`src/hdl/mwem_pkg.sv`:
```
// Shared types and constants for the Microwire EEPROM master.
// No dependencies; used by every module of the block.
package mwem_pkg;

    localparam int ADDRESS_BITS_DEF = 7;
    localparam int DATA_BITS_DEF    = 8;
    localparam int ADDRESS_BITS_MAX = 10;
    localparam int DATA_BITS_MAX    = 16;

    // start bit + opcode + address + data, left aligned in the job word
    localparam int CMD_W   = 3 + ADDRESS_BITS_MAX + DATA_BITS_MAX;
    localparam int NBITS_W = $clog2(CMD_W + 1);

    localparam int ADDR_W      = 7;
    localparam int WDATA_W     = 8;
    localparam int RB_W        = 8;
    localparam int POLL_W      = 16;
    localparam int OP_W        = 3;
    localparam int S_TDATA_W   = 16;
    localparam int M_TDATA_W   = 16;
    localparam int M_FIELDS_W  = 12;
    localparam int APB_ADDR_W  = 3;
    localparam int APB_DATA_W  = 32;

    localparam logic [POLL_W-1:0] POLL_LIMIT_RST = 16'd1000;
    localparam logic              REG_POLL_LIMIT = 1'b0;

    localparam logic [1:0] OPC_READ  = 2'b10;
    localparam logic [1:0] OPC_WRITE = 2'b01;
    localparam logic [1:0] OPC_EWDS  = 2'b00;

    typedef enum logic [OP_W-1:0] {
        OP_READ   = 3'd0,
        OP_WRITE  = 3'd1,
        OP_WEN    = 3'd2,
        OP_WDIS   = 3'd3,
        OP_SAMPLE = 3'd4
    } t_op;

    typedef enum logic [1:0] {
        ACT_DRIVE  = 2'd0,
        ACT_SAMPLE = 2'd1,
        ACT_DONE   = 2'd2
    } t_action;

    typedef enum logic [1:0] {
        ST_OK      = 2'd0,
        ST_EARLY   = 2'd1,
        ST_TIMEOUT = 2'd2
    } t_status;

    // what follows the serial bits of a job
    typedef enum logic [1:0] {
        TAIL_SAMPLE = 2'd0,   // one sample request
        TAIL_FINISH = 2'd1,   // cs low, then done beat
        TAIL_WRITE  = 2'd2    // cs low, cs high, sample request
    } t_tail;

    typedef enum logic [6:0] {
        PH_IDLE     = 7'b0000001,
        PH_RD_DUMMY = 7'b0000010,
        PH_RD_BITS  = 7'b0000100,
        PH_WR_DUMMY = 7'b0001000,
        PH_WR_CHK1  = 7'b0010000,
        PH_WR_CHK2  = 7'b0100000,
        PH_WR_POLL  = 7'b1000000
    } t_phase;

    typedef struct packed {
        logic [CMD_W-1:0]   bits;
        logic [NBITS_W-1:0] nbits;
        t_tail              tail;
        logic [RB_W-1:0]    rb;
        t_status            st;
    } t_job;

    typedef struct packed {
        t_action         action;
        logic            cs;
        logic            dout;
        logic [RB_W-1:0] rb;
        t_status         st;
        logic            last;
    } t_beat;

endpackage

```
`src/hdl/mwem_cfg.sv`:
```
// APB register file of the Microwire EEPROM master: the ready poll limit.
// Depends on mwem_pkg.
module mwem_cfg (
    input  logic                            i_clk,
    input  logic                            i_rst_n,
    input  logic                            psel,
    input  logic                            penable,
    input  logic                            pwrite,
    input  logic [mwem_pkg::APB_ADDR_W-1:0] paddr,
    input  logic [mwem_pkg::APB_DATA_W-1:0] pwdata,
    output logic [mwem_pkg::APB_DATA_W-1:0] prdata,
    output logic                            pready,
    output logic [mwem_pkg::POLL_W-1:0]     o_poll_limit
);

    logic [mwem_pkg::POLL_W-1:0] r_poll_limit;
    logic                        sel_poll;

    assign pready   = 1'b1;
    assign sel_poll = (paddr[2] == mwem_pkg::REG_POLL_LIMIT);

    always_ff @(posedge i_clk) begin
        if (!i_rst_n) begin
            r_poll_limit <= mwem_pkg::POLL_LIMIT_RST;
        end else if (psel && penable && pwrite && pready && sel_poll) begin
            r_poll_limit <= pwdata[mwem_pkg::POLL_W-1:0];
        end
    end

    assign prdata = sel_poll ? mwem_pkg::APB_DATA_W'(r_poll_limit) : '0;
    assign o_poll_limit = r_poll_limit;

endmodule

```
`src/hdl/mwem_ctrl.sv`:
```
// Protocol state of the Microwire EEPROM master: turns each accepted item that has
// beats into a beat job for the emitter and advances the phase. Depends on mwem_pkg.
module mwem_ctrl #(
    parameter int ADDRESS_BITS = mwem_pkg::ADDRESS_BITS_DEF,
    parameter int DATA_BITS    = mwem_pkg::DATA_BITS_DEF
) (
    input  logic                           i_clk,
    input  logic                           i_rst_n,
    input  logic                           i_accept,
    input  logic [mwem_pkg::OP_W-1:0]      i_op,
    input  logic [mwem_pkg::ADDR_W-1:0]    i_addr,
    input  logic [mwem_pkg::WDATA_W-1:0]   i_wdata,
    input  logic                           i_line,
    input  logic [mwem_pkg::POLL_W-1:0]    i_poll_limit,
    output logic                           o_load,
    output mwem_pkg::t_job                 o_job
);

    localparam int RD_LEN = 3 + ADDRESS_BITS;
    localparam int WR_LEN = RD_LEN + DATA_BITS;
    localparam int BC_W   = $clog2(DATA_BITS + 1);
    localparam logic [ADDRESS_BITS-1:0] EWEN_FIELD = {2'b11, {(ADDRESS_BITS-2){1'b0}}};

    mwem_pkg::t_phase            r_phase, n_phase;
    logic [BC_W-1:0]             r_bit_count, n_bit_count;
    logic [DATA_BITS-1:0]        r_read_shift, n_read_shift;
    logic [mwem_pkg::POLL_W-1:0] r_poll_count, n_poll_count;

    logic [ADDRESS_BITS-1:0] adr;
    logic [DATA_BITS-1:0]    wd;
    logic                    has_beats;
    mwem_pkg::t_job          job;

    assign adr = ADDRESS_BITS'(i_addr);
    assign wd  = DATA_BITS'(i_wdata);

    always_comb begin
        n_phase      = r_phase;
        n_bit_count  = r_bit_count;
        n_read_shift = r_read_shift;
        n_poll_count = r_poll_count;
        has_beats    = 1'b0;
        job.bits     = '0;
        job.nbits    = '0;
        job.tail     = mwem_pkg::TAIL_SAMPLE;
        job.rb       = '0;
        job.st       = mwem_pkg::ST_OK;

        // operations five to seven fall through both arms and are dropped
        if (i_op <= mwem_pkg::OP_WDIS) begin
            if (r_phase == mwem_pkg::PH_IDLE) begin
                has_beats = 1'b1;
                unique case (i_op)
                    mwem_pkg::OP_READ: begin
                        job.bits  = mwem_pkg::CMD_W'({1'b1, mwem_pkg::OPC_READ, adr})
                                    << (mwem_pkg::CMD_W - RD_LEN);
                        job.nbits = mwem_pkg::NBITS_W'(RD_LEN);
                        n_bit_count  = '0;
                        n_read_shift = '0;
                        n_phase      = mwem_pkg::PH_RD_DUMMY;
                    end
                    mwem_pkg::OP_WRITE: begin
                        job.bits  = mwem_pkg::CMD_W'({1'b1, mwem_pkg::OPC_WRITE, adr, wd})
                                    << (mwem_pkg::CMD_W - WR_LEN);
                        job.nbits = mwem_pkg::NBITS_W'(WR_LEN);
                        job.tail  = mwem_pkg::TAIL_WRITE;
                        n_phase   = mwem_pkg::PH_WR_DUMMY;
                    end
                    mwem_pkg::OP_WEN: begin
                        job.bits  = mwem_pkg::CMD_W'({1'b1, mwem_pkg::OPC_EWDS, EWEN_FIELD})
                                    << (mwem_pkg::CMD_W - RD_LEN);
                        job.nbits = mwem_pkg::NBITS_W'(RD_LEN);
                        job.tail  = mwem_pkg::TAIL_FINISH;
                    end
                    default: begin
                        job.bits  = mwem_pkg::CMD_W'({1'b1, mwem_pkg::OPC_EWDS})
                                    << (mwem_pkg::CMD_W - 3);
                        job.nbits = mwem_pkg::NBITS_W'(RD_LEN);
                        job.tail  = mwem_pkg::TAIL_FINISH;
                    end
                endcase
            end
        end else if (i_op == mwem_pkg::OP_SAMPLE) begin
            unique case (r_phase)
                mwem_pkg::PH_RD_DUMMY: begin
                    has_beats = 1'b1;
                    n_phase   = mwem_pkg::PH_RD_BITS;
                end
                mwem_pkg::PH_RD_BITS: begin
                    has_beats    = 1'b1;
                    n_read_shift = {r_read_shift[DATA_BITS-2:0], i_line};
                    n_bit_count  = r_bit_count + BC_W'(1);
                    if (n_bit_count >= BC_W'(DATA_BITS)) begin
                        job.tail = mwem_pkg::TAIL_FINISH;
                        job.rb   = n_read_shift[mwem_pkg::RB_W-1:0];
                        n_phase  = mwem_pkg::PH_IDLE;
                    end
                end
                mwem_pkg::PH_WR_DUMMY: begin
                    has_beats = 1'b1;
                    n_phase   = mwem_pkg::PH_WR_CHK1;
                end
                mwem_pkg::PH_WR_CHK1, mwem_pkg::PH_WR_CHK2: begin
                    has_beats = 1'b1;
                    if (i_line && (r_phase == mwem_pkg::PH_WR_CHK1)) begin
                        n_phase = mwem_pkg::PH_WR_CHK2;
                    end else if (i_line) begin
                        // ready already before the part went busy
                        job.tail = mwem_pkg::TAIL_FINISH;
                        job.st   = mwem_pkg::ST_EARLY;
                        n_phase  = mwem_pkg::PH_IDLE;
                    end else begin
                        n_poll_count = i_poll_limit;
                        if (i_poll_limit == '0) begin
                            job.tail = mwem_pkg::TAIL_FINISH;
                            job.st   = mwem_pkg::ST_TIMEOUT;
                            n_phase  = mwem_pkg::PH_IDLE;
                        end else begin
                            n_phase = mwem_pkg::PH_WR_POLL;
                        end
                    end
                end
                mwem_pkg::PH_WR_POLL: begin
                    has_beats = 1'b1;
                    if (i_line) begin
                        job.tail = mwem_pkg::TAIL_FINISH;
                        n_phase  = mwem_pkg::PH_IDLE;
                    end else begin
                        n_poll_count = r_poll_count - mwem_pkg::POLL_W'(1);
                        if (n_poll_count == '0) begin
                            job.tail = mwem_pkg::TAIL_FINISH;
                            job.st   = mwem_pkg::ST_TIMEOUT;
                            n_phase  = mwem_pkg::PH_IDLE;
                        end
                    end
                end
                default: begin
                    n_phase = mwem_pkg::PH_IDLE;
                end
            endcase
        end
    end

    always_ff @(posedge i_clk) begin
        if (!i_rst_n) begin
            r_phase      <= mwem_pkg::PH_IDLE;
            r_bit_count  <= '0;
            r_read_shift <= '0;
            r_poll_count <= '0;
        end else if (i_accept) begin
            r_phase      <= n_phase;
            r_bit_count  <= n_bit_count;
            r_read_shift <= n_read_shift;
            r_poll_count <= n_poll_count;
        end
    end

    assign o_load = i_accept && has_beats;
    assign o_job  = job;

endmodule

```
`src/hdl/mwem_emit.sv`:
```
// Beat sequencer of the Microwire EEPROM master: plays one job out as pin,
// sample and done beats, one per cycle while the output is ready. Depends on mwem_pkg.
module mwem_emit (
    input  logic            i_clk,
    input  logic            i_rst_n,
    input  logic            i_load,
    input  mwem_pkg::t_job  i_job,
    input  logic            i_m_tready,
    output logic            o_busy,
    output logic            o_ready,
    output mwem_pkg::t_beat o_beat
);

    logic                         r_busy;
    logic [mwem_pkg::CMD_W-1:0]   r_bits;
    logic [mwem_pkg::NBITS_W-1:0] r_left;
    logic [1:0]                   r_tidx;
    mwem_pkg::t_tail              r_tail;
    logic [mwem_pkg::RB_W-1:0]    r_rb;
    mwem_pkg::t_status            r_st;

    mwem_pkg::t_beat beat;
    logic            take;

    always_comb begin
        beat.action = mwem_pkg::ACT_DRIVE;
        beat.cs     = 1'b0;
        beat.dout   = 1'b0;
        beat.rb     = '0;
        beat.st     = mwem_pkg::ST_OK;
        beat.last   = 1'b0;
        if (r_left != '0) begin
            beat.cs   = 1'b1;
            beat.dout = r_bits[mwem_pkg::CMD_W-1];
        end else begin
            unique case (r_tail)
                mwem_pkg::TAIL_FINISH: begin
                    if (r_tidx != 2'd0) begin
                        beat.action = mwem_pkg::ACT_DONE;
                        beat.rb     = r_rb;
                        beat.st     = r_st;
                        beat.last   = 1'b1;
                    end
                end
                mwem_pkg::TAIL_WRITE: begin
                    // cs low, cs high, then ask for the first sample
                    beat.cs = (r_tidx == 2'd1);
                    if (r_tidx == 2'd2) begin
                        beat.action = mwem_pkg::ACT_SAMPLE;
                        beat.last   = 1'b1;
                    end
                end
                default: begin
                    beat.action = mwem_pkg::ACT_SAMPLE;
                    beat.last   = 1'b1;
                end
            endcase
        end
    end

    assign take    = r_busy && i_m_tready;
    assign o_ready = !r_busy || (take && beat.last);

    always_ff @(posedge i_clk) begin
        if (!i_rst_n) begin
            r_busy <= 1'b0;
        end else if (i_load) begin
            r_busy <= 1'b1;
        end else if (take && beat.last) begin
            r_busy <= 1'b0;
        end
    end

    always_ff @(posedge i_clk) begin
        if (i_load) begin
            r_bits <= i_job.bits;
            r_left <= i_job.nbits;
            r_tidx <= 2'd0;
            r_tail <= i_job.tail;
            r_rb   <= i_job.rb;
            r_st   <= i_job.st;
        end else if (take) begin
            if (r_left != '0) begin
                r_bits <= r_bits << 1;
                r_left <= r_left - mwem_pkg::NBITS_W'(1);
            end else begin
                r_tidx <= r_tidx + 2'd1;
            end
        end
    end

    assign o_busy = r_busy;
    assign o_beat = beat;

endmodule

```
`src/hdl/microwire_eeprom_master.sv`:
```
// Microwire (x8) EEPROM master: read, write, write enable and write
// disable commands in, pin and sample beats out, sampled data-in bits back in.
// Each accepted item is worked out combinationally into a job, and the job is played
// out one beat per cycle while i_m_tready is high: a command gives 3 + ADDRESS_BITS
// serial bit beats (plus DATA_BITS more for a write) and then its tail (up to
// 3 + ADDRESS_BITS + DATA_BITS + 3 = 21 beats for a write at the defaults), a sample
// gives one or two beats, and an ignored item gives none.
// The next item is accepted in the cycle the last beat of the current one is taken,
// or at once when no beats are pending, so the rate is set by the beat sequencer.
// Register 0 (byte address 0) is poll_limit, 16 bits, reset 1000.
// Depends on mwem_pkg, mwem_cfg, mwem_ctrl and mwem_emit.
module microwire_eeprom_master #(
    parameter int ADDRESS_BITS = mwem_pkg::ADDRESS_BITS_DEF,
    parameter int DATA_BITS    = mwem_pkg::DATA_BITS_DEF
) (
    input  logic                             i_clk,
    input  logic                             i_rst_n,
    input  logic                             i_s_tvalid,
    output logic                             o_s_tready,
    // [6:0] address, [14:7] write_data, [15] line_in
    input  logic [mwem_pkg::S_TDATA_W-1:0]   i_s_tdata,
    // [2:0] operation
    input  logic [mwem_pkg::OP_W-1:0]        i_s_tuser,
    output logic                             o_m_tvalid,
    input  logic                             i_m_tready,
    // [0] chip_select, [1] data_out, [9:2] read_byte, [11:10] status, [15:12] zero
    output logic [mwem_pkg::M_TDATA_W-1:0]   o_m_tdata,
    // [1:0] action
    output logic [1:0]                       o_m_tuser,
    output logic                             o_m_tlast,
    input  logic                             psel,
    input  logic                             penable,
    input  logic                             pwrite,
    input  logic [mwem_pkg::APB_ADDR_W-1:0]  paddr,
    input  logic [mwem_pkg::APB_DATA_W-1:0]  pwdata,
    output logic [mwem_pkg::APB_DATA_W-1:0]  prdata,
    output logic                             pready
);

    logic                        accept;
    logic                        load;
    logic                        busy;
    logic                        ready;
    logic [mwem_pkg::POLL_W-1:0] poll_limit;
    mwem_pkg::t_job              job;
    mwem_pkg::t_beat             beat;

    mwem_cfg u_cfg (
        .i_clk        (i_clk),
        .i_rst_n      (i_rst_n),
        .psel         (psel),
        .penable      (penable),
        .pwrite       (pwrite),
        .paddr        (paddr),
        .pwdata       (pwdata),
        .prdata       (prdata),
        .pready       (pready),
        .o_poll_limit (poll_limit)
    );

    assign accept = i_s_tvalid && ready;

    mwem_ctrl #(
        .ADDRESS_BITS (ADDRESS_BITS),
        .DATA_BITS    (DATA_BITS)
    ) u_ctrl (
        .i_clk        (i_clk),
        .i_rst_n      (i_rst_n),
        .i_accept     (accept),
        .i_op         (i_s_tuser),
        .i_addr       (i_s_tdata[6:0]),
        .i_wdata      (i_s_tdata[14:7]),
        .i_line       (i_s_tdata[15]),
        .i_poll_limit (poll_limit),
        .o_load       (load),
        .o_job        (job)
    );

    mwem_emit u_emit (
        .i_clk      (i_clk),
        .i_rst_n    (i_rst_n),
        .i_load     (load),
        .i_job      (job),
        .i_m_tready (i_m_tready),
        .o_busy     (busy),
        .o_ready    (ready),
        .o_beat     (beat)
    );

    assign o_s_tready = ready;
    assign o_m_tvalid = busy;
    assign o_m_tuser  = beat.action;
    assign o_m_tlast  = beat.last;
    assign o_m_tdata  = {{(mwem_pkg::M_TDATA_W - mwem_pkg::M_FIELDS_W){1'b0}},
                         beat.st, beat.rb, beat.dout, beat.cs};

endmodule

```
`config.mk`:
```
export PLATFORM = sky130hd
export DESIGN_NAME = microwire_eeprom_master
export DESIGN_NICKNAME = d
export VERILOG_FILES = /design/src/hdl/mwem_pkg.sv /design/src/hdl/mwem_cfg.sv /design/src/hdl/mwem_ctrl.sv /design/src/hdl/mwem_emit.sv /design/src/hdl/microwire_eeprom_master.sv
export SDC_FILE = /design/constraint.sdc
export NUM_CORES = 1
export LEC_CHECK = 0
export BUFFER_PORTS_ARGS = -buffer_cell sky130_fd_sc_hd__buf_2
export CAP_MARGIN = 20
export CORE_ASPECT_RATIO = 0.7
export CORE_MARGIN = 3
export CORE_UTILIZATION = 30
export DETAILED_ROUTE_END_ITERATION = 12
export SLEW_MARGIN = 20
export SYNTH_ARGS = -nofsm -noshare
export SYNTH_HDL_FRONTEND = slang
export SYNTH_SLANG_ARGS = --single-unit
```
`constraint.sdc`:
```
create_clock -name i_clk -period 8.3 [get_ports i_clk]
set_input_delay 1.66 -clock i_clk [delete_from_list [all_inputs] [get_ports i_clk]]
set_output_delay 1.66 -clock i_clk [all_outputs]
set_load 0.05 [all_outputs]
```
## Word level (Yosys, flattened, before mapping)

Cells that the tools add are included.

| operators by class | value |
|---|---|
| equality and inequality tests | 22 |
| reductions and logical operators | 30 |
| bitwise logic cells | 6 |
| magnitude comparators | 2 |
| mux-type cells | 70 |
| $add $sub $neg | 4 |

Operators with widths:

| cell | number |
|---|---|
| case mux 33 bit (3 select lines) | 1 |
| two-way mux 7 bit | 14 |
| two-way mux 29 bit | 3 |
| two-way mux 16 bit | 4 |
| two-way mux 36 bit | 1 |
| case mux 7 bit (5 select lines) | 1 |
| two-way mux 34 bit | 1 |
| logical NOT 16 bit | 2 |
| case mux 16 bit (2 select lines) | 1 |
| two-way mux 11 bit | 2 |
| two-way mux 2 bit | 10 |
| two-way mux 4 bit | 5 |
| subtractor 16 x 1 -> 16 bit (second input constant) | 1 |
| two-way mux 5 bit | 3 |
| two-way mux 1 bit | 14 |
| case mux 7 bit (2 select lines) | 1 |
| nonzero test 2 bit | 7 |
| two-way mux 12 bit | 1 |
| case mux 2 bit (2 select lines) | 3 |
| two-way mux 10 bit | 1 |
| != test 2 bit (second input constant) | 5 |
| two-way mux 9 bit | 1 |
| logical AND 1 bit | 8 |
| two-way mux 8 bit | 1 |
| 34 further kinds | 43 |

| storage, ports and cells | value |
|---|---|
| output and inout port bits | 54 |
| bits in registers | 99 |
| input port bits | 61 |
| logic and storage cells | 146 |

## Logic depth before layout (Yosys ltp)

| depth | value |
|---|---|
| depth in word-level cells | 10 |
| gate-level depth with buffers | 12 |
| gate-level depth less buffers | 9 |

## Hierarchy

Synthesis repeated with hierarchy kept, for this count alone.

| second synthesis, totals | value |
|---|---|
| cell total of the unflattened synthesis | 614 |
| area total of the unflattened synthesis | 5771.8 um2 |

By module, submodules not included:

| module | sequential area each (um2) | cells an instance | times used | area each (um2) |
|---|---|---|---|---|
| mwem_ctrl | 680.7 | 356 | 1 | 2591.2 |
| mwem_emit | 1441.4 | 146 | 1 | 2203.4 |
| mwem_cfg | 320.3 | 106 | 1 | 937.1 |
| microwire_eeprom_master | 0.0 | 6 | 1 | 40.0 |

## Worst setup path before layout

No wires, ideal clock.

| timing path | value |
|---|---|
| path kind | input port to output port |
| start point | input paddr[2] (netlist name) |
| end point | output prdata[10] (netlist name) |
| required time | 6.640 ns |
| stages on the path | 2 |
| arrival | 2.557 ns |
| buffers on the path | 1 |
| setup slack | 4.083 ns |
| path through | clkbuf_1 nor2b_1 |

| between the ends | value |
|---|---|
| cells in the longest elaborated chain, start to end | 1 |

Ends and longest elaborated chain:

| element | RTL line | RTL |
|---|---|---|
| start, declared | microwire_eeprom_master.sv:34 | `input logic [mwem_pkg::APB_ADDR_W-1:0] paddr,` |
| two-way mux 16 bit | mwem_cfg.sv:30 | `assign prdata = sel_poll ? mwem_pkg::APB_DATA_W'(r_poll_limit) : '0;` |
| end, declared | microwire_eeprom_master.sv:36 | `output logic [mwem_pkg::APB_DATA_W-1:0] prdata,` |

Every way passes these cells.

## Worst setup path in the final report

| timing path | value |
|---|---|
| start point | register u_emit.r_left[0] (netlist name) |
| end point | output o_m_tdata[7] (netlist name) |

| between the ends | value |
|---|---|
| cells in the longest elaborated chain, start to end | 2 |

Ends and longest elaborated chain:

| element | RTL line | RTL |
|---|---|---|
| start, declared | mwem_emit.sv:16 | `logic [mwem_pkg::NBITS_W-1:0] r_left;` |
| start signal, assigned | mwem_emit.sv:77 | `r_left <= i_job.nbits;` |
| start signal, assigned | mwem_emit.sv:85 | `r_left <= r_left - mwem_pkg::NBITS_W'(1);` |
| nonzero test 5 bit | mwem_emit.sv:32 | `if (r_left != '0) begin` |
| two-way mux 11 bit | mwem_emit.sv:32 |  |
| end, declared | microwire_eeprom_master.sv:27 | `output logic [mwem_pkg::M_TDATA_W-1:0] o_m_tdata,` |

Every way passes these cells.

==> metrics.md <==
| Metric | Value |
|---|---|
| Final hold viol count | `0` |
| Row cnt | `38` |
| CTS Hold Bufs | `0` |
| Logic gate share of total power | `11.0%` |
| Detailed Route Iter0 Violations | `263` |
| Status | `finished clean` |
| CP max FO | `11` |
| CTS max path bufs | `2` |
| P_leak | `0.00223 uW` |
| Worst Hold Class | `flop to flop` |
| Worst-path clk slew | `0.06 ns` |
| Clock latency on the worst-skew pair | `0.35 ns` |
| Clock root cell | `clkbuf_16` |
| Final critical-path share of the clock period | `51.4%` |
| Crit path buf inv count | `2` |
| Largest cells by area after synthesis | `dfxtp_1 21%, edfxtp_1 21%, nand2_1 5.4%, nor2_1 4.2%, and2_1 4.0%` |
| Fraction of layout cells with a size suffix above 1 | `16.5%` |
| Max Clock Freq | `235 MHz` |
| CP Launch Type | `flop` |
| Total grt overflow | `0` |
| Vias per cell | `4.70` |
| Synth Cell Area | `4960 um^2` |
| DRC viols | `0` |
| Synth Flop Type | `dfxtp_1` |
| IO buf count | `75` |
| Max VDD drop | `0.0848 mV` |
| Critical path's top delay family | `simple AND/OR/NAND/NOR gates` |
| Worst setup path class | `flop to output port` |
| Wire per inst | `13.6 um` |
| Ant diodes | `0` |
| DR vias | `4015` |
| CTS resizes | `0` |
| Die height | `114 um` |
| Ports | `115` |
| Worst slew pin tran | `1.00 ns` |
| FFs w/ async S/R, synth | `0%` |
| Dpl hpwl | `8150 um` |
| Final Skew | `0.00384 ns` |
| Initial core utilization | `31.4%` |
| Mean Syn Cell Area | `8.49 um^2` |
| Power per Cell Area | `178 nW/um^2` |
| Core area | `15800 um^2` |
| First-pass GRT wire length | `19200 um` |
| Clock tree sinks | `88` |
| Post-synth cell types | `61` |
| Final worst setup slack | `4.04 ns` |
| H-tree depth | `3` |
| TritonCTS Buffers | `9` |
| Internal power | `750 uW` |
| Antenna violations before repair | `0` |
| Switch share | `25.8%` |
| CP Capture Type | `output port` |
| Syn Inst Count | `585` |
| Hold slack | `0.493 ns` |
| Post-DRT Antenna Nets | `0` |
| RSZ-0062 raised after global routing | `no` |
| Critical path, cell by cell | `inv_1 > ha_1 > nor4b_2 > and3_1 > and2_1 > buf_2` |
| Drt first pass iters | `4` |
| Minimum clock period | `4.26 ns` |
| Most numerous cell in the Yosys netlist | `nand2_1` |
| Setup Buffers After CTS | `0` |
| Slew HR | `33.0%` |
| WP data arrival | `2.60 ns` |
| WL final | `11600 um` |
| CTS tree | `built` |
| GRT Total Usage | `13.1%` |
| Largest net degree at the start of global routing | `47` |
| Pre-CTS WS | `3.92 ns` |
| Layout area overhead | `14.4%` |
| Share of power burned in registers | `47.5%` |
| Ys Warns | `0` |
| Die Wd | `160 um` |
| TNS Setup | `0 ns` |
| Synth top area share | `21.4%` |
| Total power | `1010 uW` |
| Die footprint | `18200 um^2` |
| Max Cap Violations | `0` |
| # setup viols final | `0` |
| Vias in the first global route | `3714` |
| Net total in the final layout | `700` |
| Register bit count reported by yosys | `88` |
| Final Max Tran Viols | `0` |
| Worst endpoint required time | `6.64 ns` |
| Worst path max stage delay | `0.56 ns` |
| Number of synthesized flops with an enable pin | `35` |
| RePlAce Congestion | `0.799` |
| Register area share after synthesis | `42.5%` |
| Most frequent cells after synthesis | `71 x nand2_1, 55 x nor2_1, 53 x dfxtp_1, 37 x o21ai_0, 35 x edfxtp_1` |
| CP max-delay cell | `nor4b_2` |
| Sw power | `261 uW` |
| Post-synth top area cell | `dfxtp_1` |
| Clock power frac | `41.4%` |
-- state kept, by name, indices dropped and copies added (netlist names), 2 cells and up --
| name | count |
|---|---|
| u_ctrl.r_read_shift | 7 |
| u_emit.r_tail | 2 |
| u_ctrl.r_phase | 7 |
| u_ctrl.r_poll_count | 16 |
| u_cfg.o_poll_limit | 16 |
| u_emit.r_rb | 8 |
| u_emit.r_tidx | 2 |
| u_emit.r_st | 2 |
| u_emit.r_left | 5 |
| u_emit.r_bits | 18 |
| u_ctrl.r_bit_count | 4 |
-- power groups by stage --
stage               registers [uW]  logic, uW  clock network [uW]
floorplan                      487       91.9                   0
global placement               489        112                   0
detailed placement             490        112                   0
CTS                            480        112                 435
global route                   482        123                 449
finish                         480        111                 419
-- final timing paths --
path | startpoint | to | slack [ns] | cells after the start
min | u_ctrl.r_read_shift[6]$_SDFFE_PN0P_ | u_ctrl.r_read_shift[6]$_SDFFE_PN0P_ | 0.49 | 2
min reg2reg | u_ctrl.r_read_shift[6]$_SDFFE_PN0P_ | u_ctrl.r_read_shift[6]$_SDFFE_PN0P_ | 0.49 | 2
max reg2reg | u_emit.r_left[0]$_SDFFCE_PP0P_ | u_emit.r_bits[21]$_DFFE_PP_ | 4.80 | 8
max | u_emit.r_left[0]$_SDFFCE_PP0P_ | o_m_tdata[7] | 4.04 | 6
-- per-layer routing --
metal	share of wire [%]	global-route usage, %
met1	54	20.1
met2	40	17.3
met3	5.0	4.17
met4	1.1	3.32
met5	0	0
-- worst min-delay path, stage by stage, from the launching register on --
cell     delay, ns
dfxtp_1       0.32
mux2i_1       0.06
nor2_1        0.07
-- stage by stage --
stage          util (%)  std cells  cell area (um^2)
3_3_place_gp       33.9        839              5370
2_1_floorplan         -        604              5040
6_report           35.9        855              5680
3_5_place_dp       33.9        839              5370
4_1_cts            35.9        855              5680
5_1_grt            35.9        855              5680
-- logic make-up after synthesis --
logic type               synth area share, %
flip-flops                              42.5
AND/OR/NAND/NOR                         28.4
buffers and inverters                   7.59
other                                  0.151
AO/OA/AOI/OAI                           14.2
XOR/XNOR                                2.65
adder cells (fa/ha/maj)                 2.27
multiplexers                            2.24
-- cells in the final DEF (no fill, tap or decap), types with 3 or more instances in the layout --
cell type | netlist | routed
buf_2 | 4 | 75
nand2_1 | 71 | 71
nor2_1 | 55 | 55
dfxtp_1 | 53 | 53
o21ai_0 | 37 | 37
edfxtp_1 | 35 | 35
and2_1 | 32 | 32
nand3_1 | 28 | 28
a21oi_1 | 21 | 21
conb_1 | 2 | 21
nor2b_1 | 19 | 19
inv_1 | 14 | 14
o21ai_1 | 14 | 14
nor4_1 | 12 | 12
a21boi_0 | 12 | 12
nor3_1 | 11 | 11
mux2i_1 | 10 | 10
ha_1 | 9 | 9
clkbuf_16 | 0 | 9
xnor2_1 | 8 | 8
xor2_1 | 7 | 7
and3_1 | 5 | 5
a22o_1 | 5 | 5
nand2b_1 | 5 | 5
nand4b_1 | 4 | 4
nand4_1 | 4 | 4
o31ai_1 | 4 | 4
nand3b_1 | 3 | 3
o211ai_1 | 3 | 3
nor4_2 | 3 | 3
nor4b_1 | 3 | 3
nor3b_1 | 3 | 3
a21boi_1 | 3 | 3
-- cell type report --
cell class	count	area (um^2)
clock buffers	11	253
clock inverters	5	55.1
fillers	1668	10200
inverters	15	56.3
multi-input cells	440	2550
flip-flops and latches	88	2110
well taps	220	275
repair buffers	76	383
Note: power is estimated with default switching activity, not from simulation.
